## config.mk

```make
export PLATFORM = sky130hd
export DESIGN_NAME = temp_sensor_poll_sequencer
export DESIGN_NICKNAME = d
export VERILOG_FILES = /design/src/rtl/tsps_pkg.sv /design/src/rtl/tsps_ctrl.sv /design/src/rtl/tsps_out.sv /design/src/rtl/temp_sensor_poll_sequencer.sv
export SDC_FILE = /design/constraint.sdc
export NUM_CORES = 1
export LEC_CHECK = 0
export BUFFER_PORTS_ARGS = -buffer_cell sky130_fd_sc_hd__buf_2
export CORE_MARGIN = 3
export CORE_UTILIZATION = 29
export CTS_CLUSTER_DIAMETER = 150
export DETAILED_ROUTE_END_ITERATION = 8
export GPL_TIMING_DRIVEN = 0
export PLACE_DENSITY_LB_ADDON = 0.08
export SLEW_MARGIN = 5
export SYNTH_ARGS = -nofsm -noshare
export SYNTH_HDL_FRONTEND = slang
export SYNTH_HIERARCHICAL = 1
export SYNTH_SLANG_ARGS = --single-unit
```

## constraint.sdc

```tcl
create_clock -name clock -period 6.7 [get_ports clock]
set_clock_uncertainty 0.15 [all_clocks]
set_input_delay 1.005 -clock clock [delete_from_list [all_inputs] [get_ports clock]]
set_output_delay 1.005 -clock clock [all_outputs]
set_load 0.01 [all_outputs]
```

## src/rtl/tsps_pkg.sv

```systemverilog
// Shared types and constants for the temperature sensor poll sequencer.
`default_nettype none

package tsps_pkg;

   localparam int unsigned SENSOR_SLOTS_DEFAULT = 8;
   localparam int unsigned TIME_W   = 32;
   localparam int unsigned RAW_W    = 16;
   localparam int unsigned TEMP_W   = 14;
   localparam int unsigned IDX_W    = 3;
   localparam int unsigned ACTION_W = 2;
   localparam int unsigned CSR_IDX_W  = 4;
   localparam int unsigned CSR_DATA_W = 16;
   localparam int unsigned SAMPLE_W   = 16;
   localparam int unsigned MASK_W     = 8;
   localparam int unsigned RETRY_W    = 4;
   localparam int unsigned WAIT_W     = 16;
   localparam int unsigned INTERVAL_W = 26;

   localparam int unsigned MS_PER_SECOND  = 1000;
   localparam int unsigned CENTI_SCALE    = 100;
   localparam int unsigned RAW_FRAC_BITS  = 7;
   localparam int unsigned TEMP_LIMIT     = 120 * 100;
   localparam int unsigned RETRIES_RESET  = 3;
   localparam int unsigned WAIT_RESET     = 800;

   typedef enum logic [CSR_IDX_W-1:0] {
      CSR_SAMPLING   = 4'd0,
      CSR_ENABLE     = 4'd1,
      CSR_RETRIES    = 4'd2,
      CSR_CONV_WAIT  = 4'd3
   } csr_index_type;

   typedef enum logic [ACTION_W-1:0] {
      ACT_NONE    = 2'd0,
      ACT_REQUEST = 2'd1,
      ACT_READ    = 2'd2,
      ACT_PUBLISH = 2'd3
   } action_type;

   typedef enum logic [2:0] {
      PH_IDLE    = 3'd0,
      PH_REQUEST = 3'd1,
      PH_WAIT    = 3'd2,
      PH_READ    = 3'd3,
      PH_PUBLISH = 3'd4
   } phase_type;

   typedef struct packed {
      logic              emit;
      logic              burst;
      action_type        action;
      logic [IDX_W-1:0]  index;
      logic [TEMP_W-1:0] temp;
   } rsp_desc_type;

   function automatic logic [TEMP_W-1:0] convert_raw(input logic [RAW_W-1:0] raw);
      logic [RAW_W+RAW_FRAC_BITS-1:0] prod;
      logic [RAW_W-1:0]               v;
      prod = {{RAW_FRAC_BITS{1'b0}}, raw} * (RAW_W + RAW_FRAC_BITS)'(CENTI_SCALE);
      v    = prod[RAW_W+RAW_FRAC_BITS-1:RAW_FRAC_BITS];
      if (raw[RAW_W-1] || (v >= RAW_W'(TEMP_LIMIT))) begin
         return '0;
      end
      return v[TEMP_W-1:0];
   endfunction

endpackage

`default_nettype wire

```

## src/rtl/tsps_ctrl.sv

```systemverilog
// Poll sequencer control: registers, phase machine, reading store.
`default_nettype none

module tsps_ctrl #(
   parameter int unsigned SENSOR_SLOTS = tsps_pkg::SENSOR_SLOTS_DEFAULT
) (
   input  wire logic                              clock,
   input  wire logic                              reset,
   input  wire logic                              csr_we,
   input  wire logic [tsps_pkg::CSR_IDX_W-1:0]    csr_index,
   input  wire logic [tsps_pkg::CSR_DATA_W-1:0]   csr_wdata,
   input  wire logic                              step,
   input  wire logic [tsps_pkg::TIME_W-1:0]       now_ms,
   input  wire logic [tsps_pkg::RAW_W-1:0]        raw_temp,
   output tsps_pkg::rsp_desc_type                 desc,
   output logic [SENSOR_SLOTS-1:0][tsps_pkg::TEMP_W-1:0] store
);

   localparam int unsigned SIDX_W = (SENSOR_SLOTS > 1) ? $clog2(SENSOR_SLOTS) : 1;
   localparam int unsigned CNT_W  = $clog2(SENSOR_SLOTS + 1);

   logic [tsps_pkg::INTERVAL_W-1:0] interval_ff, interval_in;
   logic [tsps_pkg::MASK_W-1:0]     mask_ff, mask_in;
   logic [tsps_pkg::RETRY_W-1:0]    max_retries_ff, max_retries_in;
   logic [tsps_pkg::WAIT_W-1:0]     conv_wait_ff, conv_wait_in;

   tsps_pkg::phase_type             phase_ff, phase_in;
   logic [CNT_W-1:0]                slot_ff, slot_in;
   logic [tsps_pkg::TIME_W-1:0]     round_start_ff, round_start_in;
   logic [tsps_pkg::TIME_W-1:0]     request_time_ff, request_time_in;
   logic [SENSOR_SLOTS-1:0][tsps_pkg::TEMP_W-1:0] store_ff, store_in;
   logic                            error_ff, error_in;
   logic [tsps_pkg::RETRY_W-1:0]    retry_ff, retry_in;
   logic                            started_ff, started_in;

   logic [tsps_pkg::TIME_W-1:0]     interval32;
   logic [tsps_pkg::TEMP_W-1:0]     conv;
   logic [SIDX_W-1:0]               sidx;

   assign interval32 = tsps_pkg::TIME_W'(interval_ff);
   assign conv       = tsps_pkg::convert_raw(raw_temp);
   assign sidx       = slot_ff[SIDX_W-1:0];
   assign store      = store_ff;

   always_comb begin
      interval_in    = interval_ff;
      mask_in        = mask_ff;
      max_retries_in = max_retries_ff;
      conv_wait_in   = conv_wait_ff;
      if (csr_we) begin
         unique case (csr_index)
            tsps_pkg::CSR_SAMPLING: begin
               interval_in = tsps_pkg::INTERVAL_W'(csr_wdata) *
                             tsps_pkg::INTERVAL_W'(tsps_pkg::MS_PER_SECOND);
            end
            tsps_pkg::CSR_ENABLE:    mask_in = csr_wdata[tsps_pkg::MASK_W-1:0];
            tsps_pkg::CSR_RETRIES:   max_retries_in = csr_wdata[tsps_pkg::RETRY_W-1:0];
            tsps_pkg::CSR_CONV_WAIT: conv_wait_in = csr_wdata;
            default: ;
         endcase
      end
   end

   always_comb begin
      phase_in        = phase_ff;
      slot_in         = slot_ff;
      round_start_in  = round_start_ff;
      request_time_in = request_time_ff;
      store_in        = store_ff;
      error_in        = error_ff;
      retry_in        = retry_ff;
      started_in      = started_ff;
      desc            = '0;
      desc.action     = tsps_pkg::ACT_NONE;
      if (step && (interval_ff != '0)) begin
         desc.emit = 1'b1;
         if (!started_ff) begin
            started_in     = 1'b1;
            round_start_in = now_ms - interval32;
         end
         unique case (phase_ff)
            tsps_pkg::PH_IDLE: begin
               if (!started_ff || ((now_ms - round_start_ff) >= interval32)) begin
                  round_start_in = now_ms;
                  store_in       = '0;
                  phase_in       = tsps_pkg::PH_REQUEST;
                  retry_in       = '0;
               end
            end
            tsps_pkg::PH_REQUEST: begin
               request_time_in = now_ms;
               phase_in        = tsps_pkg::PH_WAIT;
               error_in        = 1'b0;
               desc.action     = tsps_pkg::ACT_REQUEST;
            end
            tsps_pkg::PH_WAIT: begin
               if ((now_ms - request_time_ff) >= tsps_pkg::TIME_W'(conv_wait_ff)) begin
                  phase_in = tsps_pkg::PH_READ;
                  slot_in  = '0;
               end
            end
            tsps_pkg::PH_READ: begin
               if (slot_ff >= CNT_W'(SENSOR_SLOTS)) begin
                  if (error_ff && (retry_ff < max_retries_ff)) begin
                     retry_in = retry_ff + 1'b1;
                     phase_in = tsps_pkg::PH_REQUEST;
                  end else begin
                     phase_in = tsps_pkg::PH_PUBLISH;
                  end
               end else begin
                  slot_in = slot_ff + 1'b1;
                  if (mask_ff[sidx] && (store_ff[sidx] == '0)) begin
                     store_in[sidx] = conv;
                     if (conv == '0) begin
                        error_in = 1'b1;
                     end
                     desc.action = tsps_pkg::ACT_READ;
                     desc.index  = tsps_pkg::IDX_W'(sidx);
                     desc.temp   = conv;
                  end
               end
            end
            tsps_pkg::PH_PUBLISH: begin
               desc.action = tsps_pkg::ACT_PUBLISH;
               desc.burst  = 1'b1;
               phase_in    = tsps_pkg::PH_IDLE;
            end
            default: phase_in = tsps_pkg::PH_IDLE;
         endcase
      end
   end

   always_ff @(posedge clock) begin
      if (reset) begin
         interval_ff     <= '0;
         mask_ff         <= '0;
         max_retries_ff  <= tsps_pkg::RETRY_W'(tsps_pkg::RETRIES_RESET);
         conv_wait_ff    <= tsps_pkg::WAIT_W'(tsps_pkg::WAIT_RESET);
         phase_ff        <= tsps_pkg::PH_IDLE;
         slot_ff         <= '0;
         round_start_ff  <= '0;
         request_time_ff <= '0;
         store_ff        <= '0;
         error_ff        <= 1'b0;
         retry_ff        <= '0;
         started_ff      <= 1'b0;
      end else begin
         interval_ff     <= interval_in;
         mask_ff         <= mask_in;
         max_retries_ff  <= max_retries_in;
         conv_wait_ff    <= conv_wait_in;
         phase_ff        <= phase_in;
         slot_ff         <= slot_in;
         round_start_ff  <= round_start_in;
         request_time_ff <= request_time_in;
         store_ff        <= store_in;
         error_ff        <= error_in;
         retry_ff        <= retry_in;
         started_ff      <= started_in;
      end
   end

endmodule

`default_nettype wire

```

## src/rtl/tsps_out.sv

```systemverilog
// Result register: holds one word, steps through the slots on publish.
`default_nettype none

module tsps_out #(
   parameter int unsigned SENSOR_SLOTS = tsps_pkg::SENSOR_SLOTS_DEFAULT
) (
   input  wire logic                              clock,
   input  wire logic                              reset,
   input  wire logic                              load,
   input  wire tsps_pkg::rsp_desc_type            desc,
   input  wire logic [SENSOR_SLOTS-1:0][tsps_pkg::TEMP_W-1:0] store,
   output logic                                   free,
   output logic                                   rsp_valid,
   input  wire logic                              rsp_ready,
   output logic [tsps_pkg::ACTION_W-1:0]          rsp_action,
   output logic [tsps_pkg::IDX_W-1:0]             rsp_sensor_index,
   output logic [tsps_pkg::TEMP_W-1:0]            rsp_temperature_centi,
   output logic                                   rsp_last
);

   localparam int unsigned SIDX_W = (SENSOR_SLOTS > 1) ? $clog2(SENSOR_SLOTS) : 1;

   logic                          valid_ff, valid_in;
   tsps_pkg::action_type          action_ff, action_in;
   logic [tsps_pkg::IDX_W-1:0]    index_ff, index_in;
   logic [tsps_pkg::TEMP_W-1:0]   temp_ff, temp_in;
   logic                          last_ff, last_in;
   logic [SIDX_W-1:0]             next_idx;
   logic                          taken;

   assign taken    = valid_ff && rsp_ready;
   assign free     = !valid_ff || (rsp_ready && last_ff);
   assign next_idx = index_ff[SIDX_W-1:0] + 1'b1;

   always_comb begin
      valid_in  = valid_ff;
      action_in = action_ff;
      index_in  = index_ff;
      temp_in   = temp_ff;
      last_in   = last_ff;
      if (taken && !last_ff) begin
         // advance through the publish burst
         index_in = tsps_pkg::IDX_W'(next_idx);
         temp_in  = store[next_idx];
         last_in  = (next_idx == SIDX_W'(SENSOR_SLOTS - 1));
      end else if (free) begin
         valid_in  = load && desc.emit;
         action_in = desc.action;
         if (desc.burst) begin
            index_in = '0;
            temp_in  = store[0];
            last_in  = (SENSOR_SLOTS == 1);
         end else begin
            index_in = desc.index;
            temp_in  = desc.temp;
            last_in  = 1'b1;
         end
      end
   end

   always_ff @(posedge clock) begin
      if (reset) begin
         valid_ff <= 1'b0;
         last_ff  <= 1'b1;
      end else begin
         valid_ff <= valid_in;
         last_ff  <= last_in;
      end
      action_ff <= action_in;
      index_ff  <= index_in;
      temp_ff   <= temp_in;
   end

   assign rsp_valid             = valid_ff;
   assign rsp_action            = action_ff;
   assign rsp_sensor_index      = index_ff;
   assign rsp_temperature_centi = temp_ff;
   assign rsp_last              = last_ff;

   a_single_last: assert property (@(posedge clock) disable iff (reset)
      (valid_ff && (action_ff != tsps_pkg::ACT_PUBLISH)) |-> last_ff)
      else $error("non-publish word without last");

   a_burst_cont: assert property (@(posedge clock) disable iff (reset)
      (taken && !last_ff) |=> (valid_ff && (action_ff == tsps_pkg::ACT_PUBLISH)))
      else $error("publish burst broken");

   a_burst_index: assert property (@(posedge clock) disable iff (reset)
      (valid_ff && !last_ff) |-> (index_ff < tsps_pkg::IDX_W'(SENSOR_SLOTS - 1)))
      else $error("publish index out of range");

   a_free_rule: assert property (@(posedge clock) disable iff (reset)
      (valid_ff && !rsp_ready) |-> !free)
      else $error("new item taken while result stalled");

endmodule

`default_nettype wire

```

## src/rtl/temp_sensor_poll_sequencer.sv

```systemverilog
// Top level of the temperature sensor poll sequencer.
//
// Usage: each req_ word is one poll step with the current millisecond time
// and the raw 1/128 degree reading of the slot being addressed. Each step
// gives one rsp_ word (action none, request or read), a publish step gives
// SENSOR_SLOTS words, one per slot, with rsp_last on the final one. With
// sampling_seconds at 0 a step is taken and gives no word.
// Registers are written on the csr_ channel, which is always ready; write
// only while no step has words outstanding.
// The first result word is registered and shows in the cycle after the step is taken.
// Throughput: one step per cycle while rsp_ready is high; a publish step holds
// the result register for its SENSOR_SLOTS words, one word per cycle while
// rsp_ready is high, as the single result register steps through the reading store.
// Reset: registers return to their defaults, phase to idle, store cleared.
// Stall: while rsp_ready is low the shown word holds, and req_ready stays
// low until the last word of the current step is taken.
`default_nettype none

module temp_sensor_poll_sequencer #(
   parameter int unsigned SENSOR_SLOTS = tsps_pkg::SENSOR_SLOTS_DEFAULT
) (
   input  wire logic                              clock,
   input  wire logic                              reset,
   input  wire logic                              req_valid,
   output logic                                   req_ready,
   input  wire logic [tsps_pkg::TIME_W-1:0]       req_now_ms,
   input  wire logic signed [tsps_pkg::RAW_W-1:0] req_raw_temp,
   output logic                                   rsp_valid,
   input  wire logic                              rsp_ready,
   output logic [tsps_pkg::ACTION_W-1:0]          rsp_action,
   output logic [tsps_pkg::IDX_W-1:0]             rsp_sensor_index,
   output logic [tsps_pkg::TEMP_W-1:0]            rsp_temperature_centi,
   output logic                                   rsp_last,
   input  wire logic                              csr_valid,
   output logic                                   csr_ready,
   input  wire logic [tsps_pkg::CSR_IDX_W-1:0]    csr_index,
   input  wire logic [tsps_pkg::CSR_DATA_W-1:0]   csr_wdata
);

   tsps_pkg::rsp_desc_type                         desc;
   logic [SENSOR_SLOTS-1:0][tsps_pkg::TEMP_W-1:0]  store;
   logic                                           free;
   logic                                           step;

   assign csr_ready = 1'b1;
   assign req_ready = free;
   assign step      = req_valid && free;

   tsps_ctrl #(
      .SENSOR_SLOTS (SENSOR_SLOTS)
   ) u_ctrl (
      .clock     (clock),
      .reset     (reset),
      .csr_we    (csr_valid),
      .csr_index (csr_index),
      .csr_wdata (csr_wdata),
      .step      (step),
      .now_ms    (req_now_ms),
      .raw_temp  (req_raw_temp),
      .desc      (desc),
      .store     (store)
   );

   tsps_out #(
      .SENSOR_SLOTS (SENSOR_SLOTS)
   ) u_out (
      .clock                 (clock),
      .reset                 (reset),
      .load                  (step),
      .desc                  (desc),
      .store                 (store),
      .free                  (free),
      .rsp_valid             (rsp_valid),
      .rsp_ready             (rsp_ready),
      .rsp_action            (rsp_action),
      .rsp_sensor_index      (rsp_sensor_index),
      .rsp_temperature_centi (rsp_temperature_centi),
      .rsp_last              (rsp_last)
   );

endmodule

`default_nettype wire

```

**After elaboration in Yosys (flattened, before gate mapping)**

Cells that the tools add are included.

- Bits in registers: 261
- Word-level logic and storage cells: 141
- Input port bits: 73

- Magnitude comparators: 8
- Mux-type cells: 50
- Bitwise operators: 1
- Eq/ne operators: 15
- $add $sub $neg: 6
- Reductions and logical operators: 35
- Multiply operators: 2

Operator list:

| operator | number |
|---|---|
| 112-bit two-way mux | 3 |
| 112-bit case mux with 2 select lines | 1 |
| 112-bit bitwise mux | 1 |
| 14-bit two-way mux | 8 |
| 32-bit two-way mux | 3 |
| 14-bit binary-select mux with 3-bit select | 2 |
| 32-bit subtractor | 2 |
| 14-bit demux with 3-bit select | 1 |
| 19-bit two-way mux | 2 |
| 32-bit by 16-bit >= comparator with 1-bit output | 1 |
| 32-bit by 26-bit >= comparator with 1-bit output | 1 |
| 32-bit by 26-bit subtractor with 32-bit output | 1 |
| 14-bit logical NOT | 2 |
| 26-bit nonzero test | 1 |
| 16-bit by 7-bit multiplier with 23-bit output, second input constant | 1 |
| 16-bit by 5-bit multiplier with 21-bit output, second input constant | 1 |
| 21-bit two-way mux | 1 |
| 3-bit two-way mux | 7 |
| 4-bit two-way mux | 5 |
| 17-bit two-way mux | 1 |
| 16-bit by 14-bit >= comparator with 1-bit output, second input constant | 1 |
| 4-bit case mux with 2 select lines | 2 |
| 5-bit AND reduction | 3 |
| 2-bit by 1-bit != test with 1-bit output, second input constant | 6 |
| 26 further kinds | 60 |

**Depth between registers and ports, before layout**

- Depth in word-level cells: 12
- Mapped depth: 28
- Gate-level depth less buffers: 26

**Cells and area by module**

Netlist, hierarchy kept.

Modules (own cells, without submodules):

| module | cells an instance | area an instance (sq um) | instances |
|---|---|---|---|
| tsps_ctrl | 2225 | 18906.9 | 1 |
| tsps_out | 236 | 2139.6 | 1 |
| temp_sensor_poll_sequencer | 3 | 17.5 | 1 |

**Least setup slack after synthesis**

No wires, ideal clock.

- Path type: in2reg
- Start: input req_raw_temp[2] (netlist bit)
- End: register u_out.temp_ff, in the netlist u_out/rsp_temperature_centi[10], data pin
- Cell stages on the path: 20
- Required time: 6.284 ns
- Data arrival time: 5.288 ns
- Slack: 0.996 ns
- Path buffers: 2
- Setup time: 0.266 ns
- Cells stage by stage: ha_1 > ha_1 > fa_1 > ha_1 > nor2b_1 > o21ai_1 > a21oi_1 > o41a_1 > a211o_1 > o31a_1 > and4_4 > a2111oi_4 > xnor2_1 > o2111ai_4 > buf_8 > buf_2 > nor3_1 > mux2_2 > nand2_1 > o21ai_1

RTL lines:

| item | line | source |
|---|---|---|
| start, declared | temp_sensor_poll_sequencer.sv:27 | `input wire logic signed [tsps_pkg::RAW_W-1:0] req_raw_temp,` |
| end signal, assigned | tsps_out.sv:71 | `temp_ff <= temp_in;` |
| end, declared | tsps_out.sv:26 | `logic [tsps_pkg::TEMP_W-1:0] temp_ff, temp_in;` |

**Final worst setup path**

- Start: input req_now_ms[7] (netlist bit)
- End: register u_ctrl/round_start_ff[26] (netlist bit)

- Cells in the longest elaborated chain, start to end: 5

RTL lines:

| item | line | source |
|---|---|---|
| start, declared | temp_sensor_poll_sequencer.sv:26 | `input wire logic [tsps_pkg::TIME_W-1:0] req_now_ms,` |
| 32-bit subtractor | tsps_ctrl.sv:83 | `if (!started_ff \|\| ((now_ms - round_start_ff) >= interval32)) begin` |
| 32-bit by 26-bit >= comparator with 1-bit output | tsps_ctrl.sv:83 |  |
| 1-bit logical OR | tsps_ctrl.sv:83 |  |
| 32-bit two-way mux | tsps_ctrl.sv:83 |  |
| 32-bit two-way mux * | tsps_ctrl.sv:81 | `unique case (phase_ff)` |
| end signal, assigned | tsps_ctrl.sv:154 | `round_start_ff <= round_start_in;` |
| end, declared | tsps_ctrl.sv:29 | `logic [tsps_pkg::TIME_W-1:0] round_start_ff, round_start_in;` |

Every way passes the cells marked *; elsewhere a longest branch is shown, timed or not.
A chain may end at the register's enable or synchronous reset.

==> results.yml <==
critical_path:
  worstPathMaxFanout: 10
  crit_path_top_delay_cell: "a2111oi_2"
  critPathArrivalTime_ns: 6.62
  required_ns: 6.98
  critPathMaxStageDelay_ns: 0.50
  crit_top_cell: "a21o_1"
  cp-start-kind: "input port"
  crit_path_end_kind: "flip-flop"
  criticalPathCategory: "in2reg"
power:
  p_int_uw: 4256
  p_leak_uw: 0.009886
  power_frac_clock: 0.257
  switching_power_uw: 3115
  power_uw: 7371
  power.share.combinational: 0.506
  ir_drop_uv: 160.7
  cellPowerDensity_nw_per_um2: 308.5
  power_switching_share: 0.4226
  p_seq_frac: 0.236
cells_and_area:
  diodes: 0
  drive_above_1_share: 0.09691
  stdcell_area_sq_um: 23890
  nets: 2974
  fin_cells: 3571
  area_delta_synth_final_pct: 13.41
clock_tree:
  clock-sinks: 261
  clock-root-buffer: "clkbuf_16"
  cts_buffer_depth: 3
  path_clk_slew_ns: 0.05
  hold_buffers: 0
  cts_made_buffers: 35
  clk_latency_ns: 0.57
  ctsHtreeMaxLevel: 2
  cts_tree: "done"
sta:
  fin_crit_sh: 0.9460
  fin_ws_ns: 0.3620
  whs_ns: 0.3051
  setup_viol: 0
  drv_slew: 0
  period_needed_ns: 6.338
  worstMarginPinSlew_ns: 1.325
  slew_headroom: 0.1057
  hold_viol: 0
  rsz0062_at_grt: "no"
  fmax_ghz: 0.1578
placed_design:
  dp_hpwl_mm: 59.41
  gp_congestion: 0.9033
  place.port_buffers: 94
  placed_cells: 3508
  post_dp_cell_area_sq_um: 22720
  dp_slack_ns: -0.4463
yosys:
  syn_inst: 2464
  synth_cell_types: 94
  syn_nets: 2841
  yosys_warnings: 6
  synth-seq-cells: 261
  synth_area_leaders: "dfxtp_1, ha_1, fa_1, a22o_1, nand2_1"
  netlist_area_sq_um: 21060
  avgSynthCellArea_sq_um: 8.549
  synth_top_area_share: 0.2300
  async_flop_share: 0
  synth-edff-count: 19
  yosysTopAreaCell: "dfxtp_1"
  synth_ff_type: "dfxtp_1"
  ys_seq_area_frac: 0.2571
global_routing:
  grt_max_degree: 19
  grt.total_usage: 0.1938
  grt_pass1_vias: 18560
  antenna_found_initial: 1
  overflow: 0
  grt_pass1_wl_mm: 113.7
route:
  drt_iter0_markers: 1220
  route.vias.total: 18790
  first_pass_iters: 6
  routed_via_density: 5.262
  detail_route.wl_per_cell_um: 20.71
  routed_wl_mm: 73.96
  drc: 0
  ant_nets: 0
die:
  initial_core_util: 0.2937
  pin_count: 96
  rows: 98
  die_w_um: 275.5
  dieArea_sq_um: 75900
  die-height_um: 275.5
  core_region_area_sq_um: 71730
worst_hold_path:
  hp-class: "reg2reg"
run:
  cap_viol_max_count: 0
status:
  status: "complete, no violations"
critical path, delay by kind of cell:
kind,cells,cell delay [ns]
AO/OA/AOI/OAI,18,3.96
XOR/XNOR,1,0.13
adder cells (fa/ha/maj),2,0.57
buffers and inverters,2,0.45
AND/OR/NAND/NOR,3,0.50
per-stage QoR:
step | utilization | TNS, ns
global placement | 0.3168 | -3.125
finish | 0.3330 | 0
detailed placement | 0.3168 | -3.107
global route | 0.3330 | 0
floorplan | - | 0
CTS | 0.3328 | 0
power groups by stage:
stage	Combinational [uW]	Clock [uW]	Sequential, uW
2_1_floorplan	2710	0	1750
3_3_place_gp	3690	0	1770
3_5_place_dp	3710	0	1780
4_1_cts	3740	1960	1740
5_1_grt	4180	2020	1750
6_report	3730	1900	1740
registers in the layout (all words and copies together) (netlist names), 8 cells and up:
signal	flops
u_ctrl/store	112
u_ctrl/request_time_ff	32
u_ctrl/round_start_ff	32
u_ctrl/interval_ff	23
u_ctrl/conv_wait_ff	16
u_out/rsp_temperature_centi	14
u_ctrl/mask_ff	8
layer usage:
| metal | global-route usage | routed length [um] |
|---|---|---|
| met2 | 0.3182 | 34090 |
| met4 | 0.04197 | 1467 |
| met5 | 0 | 0 |
| met1 | 0.2739 | 35800 |
| met3 | 0.02043 | 2605 |
cell usage in the layout (no fill, tap or decap), drive strengths merged, types with 9 or more instances in the layout:
cell type and count:
o21ai 98, a21o 51, inv 213, nor3 55, nand2 256, a22o 114, mux2 16, nor2 135
mux2i 77, and2 11, clkbuf 110, fa 68, nor2b 20, o31ai 13, a21oi 201, xnor2 67
a211oi 23, nand4 41, o21a 22, buf 141, nor4 38, ha 236, xor2 26, or3 15
and3 17, o211ai 30, o31a 9, dfxtp 242, a31oi 14, edfxtp 19, nand3 87, nand2b 27
cell type report:
cell class / count / area [sq um]
clock buffer: 46 / 957.2
fill: 7585 / 47840
clock inverter: 15 / 191.4
multi-input combinational: 1884 / 14270
buffer: 109 / 590.6
inverter: 210 / 788.3
sequential: 261 / 5415
tap: 950 / 1189
timing repair buffer: 96 / 485.5
final timing paths:
kind | cells past startpoint | slack, ns | from | to
worst max-delay path | 26 | 0.36 | req_now_ms[7] | u_ctrl/round_start_ff[26]
worst min-delay path | 2 | 0.31 | u_ctrl/conv_wait_ff[7] | u_ctrl/conv_wait_ff[7]
worst max register to register | 26 | 0.53 | u_ctrl/round_start_ff[7] | u_ctrl/round_start_ff[26]
worst min register to register | 2 | 0.31 | u_ctrl/conv_wait_ff[7] | u_ctrl/conv_wait_ff[7]
synthesized netlist by cell type (51+ instances only):
cell	n
nand3_1	87
a21o_1	51
nor2_1	128
xnor2_1	67
nand2_1	255
o21ai_0	76
mux2i_1	77
nor3_1	54
inv_1	210
dfxtp_1	242
ha_1	236
clkbuf_1	64
fa_1	68
a21oi_1	191
a22o_1	114
cells by family (layout without fill, tap and decap cells):
logic type / count (synthesis) / count (layout) / synth area share
AND/OR/NAND/NOR: 736 / 736 / 0.1678
AO/OA/AOI/OAI: 656 / 656 / 0.2194
buffers and inverters: 319 / 476 / 0.06546
adder cells (fa/ha/maj): 304 / 304 / 0.2048
flip-flops: 261 / 261 / 0.2571
multiplexers: 94 / 94 / 0.04621
XOR/XNOR: 93 / 93 / 0.03903
other: 1 / 1 / 0.0001780
timing repair:
| action | CTS | global route |
|---|---|---|
| resized for setup | 0 | 1 |
| buffers inserted | 0 | 2 |
| endpoints found under the setup margin | 0 | 6 |
No activity file was read; power rests on OpenSTA's default activity.
